### config.mk
export PLATFORM = sky130hd
export DESIGN_NAME = pcbf_front
export DESIGN_NICKNAME = d
export VERILOG_FILES = /design/src/rtl/pcbf_pkg.sv /design/src/rtl/pcbf_front.sv
export SDC_FILE = /design/constraint.sdc
export NUM_CORES = 1
export LEC_CHECK = 0
export BUFFER_PORTS_ARGS = -buffer_cell sky130_fd_sc_hd__buf_2
export CAP_MARGIN = 20
export CORE_UTILIZATION = 27
export CTS_CLUSTER_DIAMETER = 100
export DETAILED_ROUTE_END_ITERATION = 10
export GPL_ROUTABILITY_DRIVEN = 0
export PLACE_DENSITY = 0.57
export SYNTH_ARGS = -nofsm -noshare
export SYNTH_HDL_FRONTEND = slang
export SYNTH_SLANG_ARGS = --single-unit
### constraint.sdc
create_clock -name i_clk -period 5.3 [get_ports i_clk]
set_input_delay 1.06 -clock i_clk [delete_from_list [all_inputs] [get_ports i_clk]]
set_output_delay 1.06 -clock i_clk [all_outputs]
set_load 0.1 [all_outputs]
### src/rtl/pcbf_pkg.sv
package pcbf_pkg;

    localparam int unsigned STORE_DEPTH_DEF = 4096;
    localparam int unsigned MAX_XFER_DEF    = 8;

    localparam int unsigned CAP_W  = 13;
    localparam int unsigned LEN_W  = 4;
    localparam int unsigned DATA_W = 64;
    localparam int unsigned TOT_W  = 8;
    localparam int unsigned BYTES  = DATA_W / 8;

    localparam int unsigned S_TDATA_W = 72;
    localparam int unsigned S_TUSER_W = 3;
    localparam int unsigned M_TDATA_W = 96;

    typedef enum logic [2:0] {
        REQ_SEND   = 3'd0,
        REQ_RECV   = 3'd1,
        REQ_POLL   = 3'd2,
        REQ_ADD_RD = 3'd3,
        REQ_ADD_WR = 3'd4,
        REQ_DEL_RD = 3'd5,
        REQ_DEL_WR = 3'd6
    } t_req;

    typedef enum logic [2:0] {
        ST_OK    = 3'd0,
        ST_PIPE  = 3'd1,
        ST_BLOCK = 3'd2,
        ST_EOS   = 3'd3,
        ST_COUNT = 3'd4
    } t_status;

    typedef enum logic [1:0] {
        B_IDLE,
        B_SEND,
        B_RECV
    } t_bstate;

    typedef struct packed {
        t_req              req;
        logic [LEN_W-1:0]  len;
        logic [DATA_W-1:0] wdata;
        logic              ask_r;
        logic              ask_w;
    } t_cmd;

    typedef struct packed {
        t_status           status;
        logic [LEN_W-1:0]  byte_count;
        logic [DATA_W-1:0] read_data;
        logic              poll_in;
        logic              poll_out;
        logic              poll_hup;
        logic              poll_err;
        logic [CAP_W-1:0]  free_bytes;
        logic              released;
    } t_rsp;

endpackage

### src/rtl/pcbf_front.sv
module pcbf_front
    import pcbf_pkg::*;
#(
    parameter int unsigned MAX_XFER = MAX_XFER_DEF
) (
    input  logic                 i_clk,
    input  logic                 i_rst_n,
    input  logic                 s_axis_tvalid,
    output logic                 s_axis_tready,
    input  logic [S_TDATA_W-1:0] s_axis_tdata,
    input  logic [S_TUSER_W-1:0] s_axis_tuser,
    output t_cmd                 o_cmd,
    output logic                 o_cmd_valid,
    input  logic                 i_cmd_pop
);

    localparam int unsigned QD  = 2;
    localparam int unsigned QAW = $clog2(QD);

    t_cmd             r_q [QD];
    logic [QAW-1:0]   r_wp, r_rp;
    logic [QAW:0]     r_cnt;
    t_cmd             dec;
    logic [LEN_W-1:0] len_raw;
    logic             push, pop;

    always_comb begin
        len_raw   = s_axis_tdata[LEN_W-1:0];
        dec.req   = t_req'(s_axis_tuser);
        dec.len   = (len_raw > LEN_W'(MAX_XFER)) ? LEN_W'(MAX_XFER) : len_raw;
        dec.wdata = s_axis_tdata[LEN_W +: DATA_W];
        dec.ask_r = s_axis_tdata[LEN_W + DATA_W];
        dec.ask_w = s_axis_tdata[LEN_W + DATA_W + 1];
    end

    assign s_axis_tready = (r_cnt != (QAW+1)'(QD));
    assign push          = s_axis_tvalid && s_axis_tready;
    assign pop           = i_cmd_pop && o_cmd_valid;
    assign o_cmd_valid   = (r_cnt != '0);
    assign o_cmd         = r_q[r_rp];

    always_ff @(posedge i_clk) begin
        if (push) begin
            r_q[r_wp] <= dec;
        end
    end

    always_ff @(posedge i_clk) begin
        if (!i_rst_n) begin
            r_wp  <= '0;
            r_rp  <= '0;
            r_cnt <= '0;
        end else begin
            if (push) begin
                r_wp <= r_wp + 1'b1;
            end
            if (pop) begin
                r_rp <= r_rp + 1'b1;
            end
            if (push && !pop) begin
                r_cnt <= r_cnt + 1'b1;
            end else if (pop && !push) begin
                r_cnt <= r_cnt - 1'b1;
            end
        end
    end

endmodule

==> results.ini, run 1 <==
[logic_synthesis]
syn_area_mm2 = 0.00553
synth-seq-cells = 151
synth_cell_types = 22
syn_nets = 335
ys_seq_area_frac = 0.811
synth_area_per_cell_um2 = 21.7
ys.warnings.count = 0
syn_inst = 255

[worst_hold_path]
hp-start = r_cnt[1]
hold_path.class = reg2reg

[floorplanning]
core_mm2 = 0.0198
die-area_mm2 = 0.0211
initial_utilization = 0.280
placementRows = 51
num_io_pins = 154
dieWidth_um = 145
die-height_um = 145

[drt]
vias = 2839
top_layer_used = met4
met2_length_um = 5090
drtAntennaViolNets = 0
wl_met1_um = 4170
wl_um = 10000
via_per_inst = 4.08
drc = 0
drt_iter0_drc = 98
wl_per_cell_um = 14.4
first_pass_iters = 4
dr_wl_met3_um = 645

[clock_network]
clock_latency_ns = 0.41
cts_hold_repair.buffers = 0
post_cts_buffers = 0
tritoncts.num_buffers = 17
ctsResizeCount = 0
cts_sinks = 151
root_buffer = clkbuf_16
ctsLongestPathBuffers = 2
cts.reportedPaths.clkPinSlew_ns = 0.06
cts_max_level = 4
cts_tree = yes

[placed_design]
port_buffers = 151
hpwl_um = 6250

[timing]
setup_violations = 0
slew_headroom = 0.334
worst_pin_slew_ns = 0.999
fmax_ghz = 0.307
hold_viol_final = 0
drv_slew = 0
clock_skew_ns = 0.00610
layout_worst_path_cycle_share = 0.615
tns_ns = 0
rsz0062_at_grt = no
hold_ws_ns = 0.557
period_needed_ns = 3.26

[global_route]
globalRouteTotalUtil = 0.0989
antenna_found_initial = 0
overflow = 0
grt_pass1_vias = 3179
grt_max_degree = 74
grt_pass1_wl_um = 16000

[finish]
layout_common_cells = buf_2 (151), edfxtp_1 (146), mux2_2 (73)
layout_commonest_cell = buf_2
area_delta_synth_final_pct = 29.5
finish.net_count = 498
n_antenna_cell = 0
num-fill-cells = 1879
post-route-util = 0.362
drive_gt1_frac = 0.605

[worst_setup_path]
critical_path.max_fanout = 73
path_class = reg2out
r2r-start = r_cnt[0]
critPathRequiredTime_ns = 4.24
end_kind = output port
worstSetupStartpointType = register
arrival_ns = 2.20

[outcome]
status = complete, no violations

[job]
cap_viol_max_count = 0

synthesized netlist by cell type:
| cell type | number | share of area |
|---|---|---|
| edfxtp_1 | 146 | 0.79 |
| mux2_2 | 73 | 0.15 |
| buf_4 | 7 | 0.0095 |
| dfxtp_1 | 5 | 0.018 |
| and2_1 | 4 | 0.0045 |
| nor2b_1 | 3 | 0.0034 |
| xnor2_1 | 2 | 0.0032 |
| a21bo_2 | 1 | 0.0018 |
| a21boi_0 | 1 | 0.0014 |
| a21boi_1 | 1 | 0.0014 |
| and3_1 | 1 | 0.0011 |
| buf_2 | 1 | 0.00090 |
| clkbuf_1 | 1 | 0.00068 |
| ha_1 | 1 | 0.0023 |
| inv_1 | 1 | 0.00068 |
| nand2b_4 | 1 | 0.0025 |
| nand3b_1 | 1 | 0.0014 |
| o21ai_0 | 1 | 0.00090 |
| o21ai_1 | 1 | 0.00090 |
| or2_2 | 1 | 0.0011 |
| or3_1 | 1 | 0.0011 |
| xor2_1 | 1 | 0.0016 |
worst max-delay path: stages (launching register included):
cell and delay, ns:
dfxtp_4 0.99, mux2_2 0.30, buf_2 0.44
kinds of logic (layout without fill, tap and decap cells):
logic type,Yosys count,count (layout),synth area share
AO/OA/AOI/OAI,5,5,0.00634
XOR/XNOR,3,3,0.00475
adder cells (fa/ha/maj),1,1,0.00226
buffers and inverters,10,185,0.0118
flip-flops,151,151,0.811
multiplexers,73,73,0.149
AND/OR/NAND/NOR,12,12,0.0152
layer usage:
layer | vias up | track usage
li1 | 1330 | -
met1 | 1406 | 0.107
met2 | 92 | 0.172
met3 | 11 | 0.0381
met4 | 0 | 0.0426
met5 | - | 0
final timing paths:
check               end  slack [ns]  depth (start not counted)
max reg2reg  r_q[0][67]        3.10                          4
max            o_cmd[3]        2.04                          2
min reg2reg    r_cnt[1]        0.56                          2
min            r_cnt[1]        0.56                          2
layout make-up:
type                       instances  area (um2)  share of cell area
inverter                           1        5.00            0.000699
sequential                       151        4490               0.627
multi-input combinational         94         985               0.138
clock inverter                    14         134              0.0187
tap                              265         332              0.0463
timing repair buffer             153         791               0.110
clock buffer                      17         425              0.0594
state kept, by name, indices dropped and copies added (netlist names), named ones only:
name and count:
r_wp 1, r_rp 1, r_q 146, r_cnt 2
per-stage QoR:
step           instance area (um2)  cells  setup slack (ns)
6_report                      7160    695              2.04
3_5_place_dp                  6570    663              2.40
2_1_floorplan                 5530    255              2.04
4_1_cts                       7130    694              1.95
5_1_grt                       7160    695              1.87
3_3_place_gp                  6570    663              2.43
Power of run 1 is not shown: default switching activity piles up to over one toggle a cycle in this logic, so the estimate is an artifact.
==> inputs of run 2 (changes only) <==
--- a/config.mk
+++ b/config.mk
@@ -5,13 +5,14 @@
 export SDC_FILE = /design/constraint.sdc
 export NUM_CORES = 1
 export LEC_CHECK = 0
+export ABC_AREA = 1
 export BUFFER_PORTS_ARGS = -buffer_cell sky130_fd_sc_hd__buf_2
 export CAP_MARGIN = 20
 export CORE_UTILIZATION = 27
 export CTS_CLUSTER_DIAMETER = 100
 export DETAILED_ROUTE_END_ITERATION = 10
 export GPL_ROUTABILITY_DRIVEN = 0
-export PLACE_DENSITY = 0.57
+export PLACE_DENSITY = 0.56
 export SYNTH_ARGS = -nofsm -noshare
 export SYNTH_HDL_FRONTEND = slang
 export SYNTH_SLANG_ARGS = --single-unit
==> constraint.sdc (replaced) <==
create_clock -name i_clk -period 3.23 [get_ports i_clk]
set_input_delay 0.646 -clock i_clk [delete_from_list [all_inputs] [get_ports i_clk]]
set_output_delay 0.646 -clock i_clk [all_outputs]
set_load 0.1 [all_outputs]
==> run 2 against run 1 <==
Worst setup slack got worse by 1.4 ns. Non-clock buffer count rose by 4. Count of clock-buffer cells in the layout rose by 5. Core utilization fell by 0.71 points. Critical endpoint is now o_cmd[50]. Largest cell class unchanged.
==> results.ini, run 2 <==
[global_route]
globalRouteTotalUtil = 0.0986  ; -0.000305
grt_pass1_wl_um = 16100  ; +1.0%
grt_pass1_vias = 3141  ; -1.2%
antenna_found_initial = 2  ; +2
overflow = 0  ; unchanged
grt_max_degree = 30  ; -59%

[logic_synthesis]
synth_top_area_share = 0.744  ; -0.0491
ys_top_cells_by_count = edfxtp_1 (146), mux2_4 (70), nor2_1 (11)
synth_cell_types = 17  ; -23%
syn_area_mm2 = 0.00589  ; +6.6%
ys.warnings.count = 0  ; unchanged
synth-seq-cells = 151  ; unchanged
synth_area_per_cell_um2 = 21.7  ; about the same
synth-edff-count = 146  ; unchanged
syn_inst = 272  ; +6.7%
synth_largest_area_cell = edfxtp_1
synth.most_common_cell = edfxtp_1
ys_async_sr_fraction = 0  ; unchanged
ys_seq_area_frac = 0.761  ; -0.0503
syn_nets = 352  ; +5.1%
synthTopCellsByArea = edfxtp_1 (74%), mux2_4 (18%), buf_12 (2.4%)
synth_flop_cell = edfxtp_1

[worst_setup_path]
cpPeakStageDelay_ns = 0.61  ; -0.38 ns
path_class = reg2out
worstSetupStartpointType = register
arrival_ns = 1.97  ; -0.23 ns
slowest_stage = dfxtp_4
end_kind = output port
critical_path.max_fanout = 27  ; -63%
r2r_setup_slack_ns = 1.33  ; -1.77 ns
critPathRequiredTime_ns = 2.58  ; -1.66 ns
path_cells = buf_12 > mux2_2 > buf_2

[worst_hold_path]
hold_path.class = in2reg

[drt]
drtAntennaViolNets = 0  ; unchanged
vias = 2922  ; +2.9%
wl_um = 10800  ; +7.4%
via_per_inst = 4.01  ; -1.7%
wl_per_cell_um = 14.8  ; +2.6%
drc = 0  ; unchanged
first_pass_iters = 4  ; unchanged
drt_iter0_drc = 83  ; -15%

[floorplanning]
initial_utilization = 0.278  ; -0.00174
core_mm2 = 0.0212  ; +7.3%
die-area_mm2 = 0.0224  ; +6.5%
placementRows = 53  ; +3.9%
num_io_pins = 154  ; unchanged
dieWidth_um = 150  ; +3.2%
die-height_um = 150  ; +3.2%

[finish]
top_register = r_q
largest_register_ffs = 146  ; unchanged
layout_commonest_cell = buf_2
layout_common_cells = buf_2 (151), edfxtp_1 (146), mux2_4 (70)
final_cells = 728  ; +4.7%
finish.net_count = 519  ; +4.2%
drive_gt1_frac = 0.569  ; -0.0361
area_delta_synth_final_pct = 27.7
reg_top3 = r_q (146), r_cnt (2)

[power_and_ir_drop]
power_switching_share = 0.439
netSwitchingPower_uw = 3390
power_frac_comb = 0.424
powerDensity_mw_per_mm2 = 1030
seqPwrFrac = 0.336
clkPwrFrac = 0.240
leakagePower_uw = 0.00295
intPower_uw = 4330
ir_drop_mv = 0.777

[timing]
fmax_ghz = 0.382
layout_worst_path_cycle_share = 0.811
worst_pin_slew_ns = 0.694  ; -0.305 ns
rsz0062_at_grt = no
period_needed_ns = 2.62
setup_violations = 0  ; unchanged
slew_headroom = 0.536  ; +0.203
hold_viol_final = 0  ; unchanged
clock_skew_ns = 0.00632  ; +0.000229 ns
hold_ws_ns = 0.422  ; -0.135 ns
drv_slew = 0  ; unchanged

[clock_network]
cts_hold_repair.buffers = 0  ; unchanged
root_buffer = clkbuf_16
tritoncts.num_buffers = 17  ; unchanged
post_cts_buffers = 0  ; unchanged
cts.reportedPaths.clkPinSlew_ns = 0.06  ; about the same
cts_max_level = 4  ; unchanged
cts_sinks = 151  ; unchanged
ctsLongestPathBuffers = 2  ; unchanged
cts_tree = yes
clock_latency_ns = 0.41  ; about the same
ctsResizeCount = 0  ; unchanged

[outcome]
status = complete, no violations

[placed_design]
port_buffers = 151  ; unchanged
placedCellCount = 695  ; +4.8%
hpwl_um = 7270  ; +16%

[job]
cap_viol_max_count = 0  ; unchanged

==> run 2: cell count changes in the layout (fill, tap and decap cells not counted), moves of 4 or more <==
cell / previous run / this run
inv_1: 0 / 10
mux2_4: 0 / 70
nand2_1: 0 / 10
and2_1: 4 / 0
buf_12: 0 / 6
nor2_1: 0 / 9
mux2_2: 73 / 3
clkbuf_1: 0 / 5
==> run 2: path summary, 6_finish.rpt <==
| kind | startpoint | end | cells past startpoint |
|---|---|---|---|
| hold reg to reg | r_rp | r_rp | 2 |
| setup / recovery | register | o_cmd[50] | 3 |
| hold / removal | s_axis_tuser[2] | r_q[1][72] | 1 |
| setup reg to reg | r_cnt[0] | r_q[1][3] | 5 |
==> run 2: power by group through the flow <==
stage | registers [uW] | clock network [uW] | logic (uW)
floorplan | 2590 | 0 | 2950
global placement | 2620 | 0 | 3290
detailed placement | 2630 | 0 | 3310
CTS | 2590 | 1920 | 3320
global route | 2620 | 1990 | 3400
finish | 2590 | 1850 | 3270
==> run 2: worst max-delay path, delay by kind of cell, from the launching register on <==
kind	cells	cell delay, ns
buffers and inverters	2	0.56
DFF	1	0.61
muxes	1	0.37
==> run 2: cell type report <==
class	instances	area, um2
Antenna cell	1	2.50
Clock buffer	22	444
Clock inverter	10	104
Fill cell	2070	13700
Inverter	10	37.5
Multi-Input combinational cell	102	1230
Sequential cell	151	4490
Tap cell	275	344
Timing Repair Buffer	157	876
==> run 2: logic make-up (layout without fill, tap and decap cells) <==
kind of cell,Yosys count,count (layout),synth area share
compound gates,5,5,0.00509
fa+ha+maj,1,1,0.00212
buf+inv,19,199,0.0327
flops,151,151,0.761
mux,73,73,0.184
other cells,0,1,0
simple gates,23,23,0.0153
==> run 2: stage by stage <==
step / area [um2] / total power (uW) / TNS (ns) / setup WS (ns) / utilization
finish: 7530 / 7720 / 0 / 0.612 / 0.355
global placement: 6980 / 5910 / 0 / 1.01 / 0.329
CTS: 7530 / 7830 / 0 / 0.550 / 0.355
detailed placement: 6980 / 5950 / 0 / 0.994 / 0.329
global route: 7530 / 8000 / 0 / 0.512 / 0.355
floorplan: 5900 / 5540 / -70.68 / -0.484 / -
==> run 2: per-layer routing <==
layer	track usage	vias up	wire [um]
met5	0	-	0
met4	0.0389	0	120
met3	0.0384	10	705
met2	0.168	95	5540
met1	0.110	1433	4420
li1	-	1384	-
No activity file was read; power rests on OpenSTA's default activity.
==> inputs of run 3 (changes only) <==
--- a/config.mk
+++ b/config.mk
@@ -12,7 +12,7 @@
 export CTS_CLUSTER_DIAMETER = 100
 export DETAILED_ROUTE_END_ITERATION = 10
 export GPL_ROUTABILITY_DRIVEN = 0
-export PLACE_DENSITY = 0.56
+export PLACE_DENSITY = 0.58
 export SYNTH_ARGS = -nofsm -noshare
 export SYNTH_HDL_FRONTEND = slang
 export SYNTH_SLANG_ARGS = --single-unit
==> constraint.sdc (replaced) <==
create_clock -name i_clk -period 2.35 [get_ports i_clk]
set_input_delay 0.47 -clock i_clk [delete_from_list [all_inputs] [get_ports i_clk]]
set_output_delay 0.47 -clock i_clk [all_outputs]
set_load 0.1 [all_outputs]
==> run 3 against run 2 <==
Count of clock-buffer cells in the layout decreased by 4. Combinational power is 68% higher. Register-to-register slack worse by 0.53 ns. Clock skew is 0.0016 ns higher. Critical endpoint is now o_cmd[6]. Largest power group unchanged.
==> results.ini, run 3 (synthesized netlist as in run 2, its figures left out) <==
[floorplanning]
dieWidth_um = 150  ; unchanged
initial_utilization = 0.278  ; unchanged
die-height_um = 150  ; unchanged
die-area_mm2 = 0.0224  ; unchanged
placementRows = 53  ; unchanged
core_mm2 = 0.0212  ; unchanged
num_io_pins = 154  ; unchanged

[finish]
area_delta_synth_final_pct = 41.7
largest_register_ffs = 146  ; unchanged
layout_commonest_cell = edfxtp_1
top_register = r_q
design_area_mm2 = 0.00835  ; +11%
n_antenna_cell = 0  ; -1
finish.net_count = 520  ; +0.19%
layout_common_cells = edfxtp_1 (146), buf_2 (100), mux2_4 (70)
drive_gt1_frac = 0.584  ; +0.0155
reg_top3 = r_q (146), r_cnt (2)

[drt]
via_per_inst = 4.06  ; +1.1%
first_pass_iters = 4  ; unchanged
wl_per_cell_um = 15.0  ; +0.92%
wl_um = 10900  ; +0.78%
vias = 2949  ; +0.92%
drt_iter0_drc = 61  ; -27%
drtAntennaViolNets = 0  ; unchanged
drc = 0  ; unchanged

[power_and_ir_drop]
netSwitchingPower_uw = 4860  ; +43%
leakagePower_uw = 0.00325  ; +10%
powerDensity_mw_per_mm2 = 1410  ; +38%
ir_drop_mv = 0.897  ; +15%
power_frac_comb = 0.465  ; +0.041
clkPwrFrac = 0.237  ; -0.003
intPower_uw = 6950  ; +61%
seqPwrFrac = 0.298  ; -0.038
power_switching_share = 0.411  ; -0.0275

[clock_network]
root_buffer = clkbuf_16
ctsResizeCount = 0  ; unchanged
tritoncts.num_buffers = 17  ; unchanged
post_cts_buffers = 0  ; unchanged
cts_max_level = 4  ; unchanged
ctsLongestPathBuffers = 2  ; unchanged
cts.reportedPaths.clkPinSlew_ns = 0.06  ; about the same
cts_hold_repair.buffers = 0  ; unchanged
cts_tree = yes
cts_sinks = 151  ; unchanged
clock_latency_ns = 0.41  ; about the same

[timing]
drv_slew = 0  ; unchanged
fmax_ghz = 0.452
clock_skew_ns = 0.00794  ; +0.00162 ns
setup_violations = 0  ; unchanged
hold_viol_final = 0  ; unchanged
worst_pin_slew_ns = 0.493  ; -0.201 ns
rsz0062_at_grt = no
tns_ns = 0  ; unchanged
layout_worst_path_cycle_share = 0.941
slew_headroom = 0.674  ; +0.137
period_needed_ns = 2.21

[worst_setup_path]
end_kind = output port
critPathRequiredTime_ns = 1.88  ; -0.70 ns
r2r_cells = 9  ; +4
r2r_end = r_cnt[1]
worstSetupStartpointType = register
path_class = reg2out
r2r-start = r_cnt[0]
r2r_setup_slack_ns = 0.80  ; -0.53 ns
critical_path.max_fanout = 36  ; +33%
arrival_ns = 1.74  ; -0.23 ns

[placed_design]
hpwl_um = 7220  ; -0.79%
place_area_mm2 = 0.00774  ; +11%
port_buffers = 151  ; unchanged

[worst_hold_path]
hp-start = s_axis_tdata[30]
hold_depth = 1  ; unchanged
hold_path.class = in2reg
hold_end = r_q[0][28]

[global_route]
globalRouteTotalUtil = 0.102  ; +0.00354
grt_max_degree = 56  ; +87%
antenna_found_initial = 1  ; -1
grt_pass1_wl_um = 17000  ; +5.1%
grt_pass1_vias = 3215  ; +2.4%
overflow = 0  ; unchanged

[outcome]
status = complete, no violations

[job]
cap_viol_max_count = 0  ; unchanged

run 3: cell types whose count changed in the layout (fill, tap and decap cells not counted), moves of 2 or more:
cell,change
clkinv_4,+2
buf_12,+49
buf_4,+3
bufinv_16,+2
buf_2,-51
clkbuf_1,-4
nand2_1,-2
run 3: cell type report:
| type | instances | area, um2 |
|---|---|---|
| fill | 1955 | 12900 |
| sequential | 151 | 4490 |
| timing repair buffer | 158 | 1620 |
| multi-input combinational | 102 | 1250 |
| clock buffer | 18 | 429 |
| tap | 275 | 344 |
| clock inverter | 13 | 180 |
| inverter | 10 | 37.5 |
run 3: worst max path at each step:
stage,from,end
final,register,o_cmd[6]
after detailed placement,register,o_cmd[6]
after global routing,register,o_cmd[6]
after floorplan,r_cnt[0],r_q[0][0]
after CTS,register,o_cmd[6]
after global placement,register,o_cmd[8]
run 3: stage by stage:
stage	utilization	hold slack, ns	power (uW)	worst slack (ns)	instances
6_report	0.394	0.246	11800	0.139	727
5_1_grt	0.394	0.216	12200	0.0691	727
4_1_cts	0.394	0.216	12000	0.0974	727
3_5_place_dp	0.365	0.496	9130	0.554	696
3_3_place_gp	0.365	0.483	9080	0.572	696
2_1_floorplan	-	0.467	7640	0.0360	272
run 3: worst max-delay path, cell delays in order, from the launching register on:
cell and delay (ns):
dfxtp_4 0.38, buf_12 0.26, mux2_4 0.22, buf_2 0.42
run 3: metal layers:
metal / up-vias / wire (um) / track usage
met5: - / 0 / 0
met4: 0 / 163 / 0.0455
met3: 12 / 710 / 0.0381
met2: 98 / 5620 / 0.173
met1: 1463 / 4380 / 0.114
li1: 1376 / - / -
run 3: power by group through the flow:
stage	clock (uW)	sequential, uW	combinational (uW)
6_report	2810	3520	5490
5_1_grt	3010	3550	5670
4_1_cts	2900	3530	5560
3_5_place_dp	0	3580	5550
3_3_place_gp	0	3560	5530
2_1_floorplan	0	3550	4090
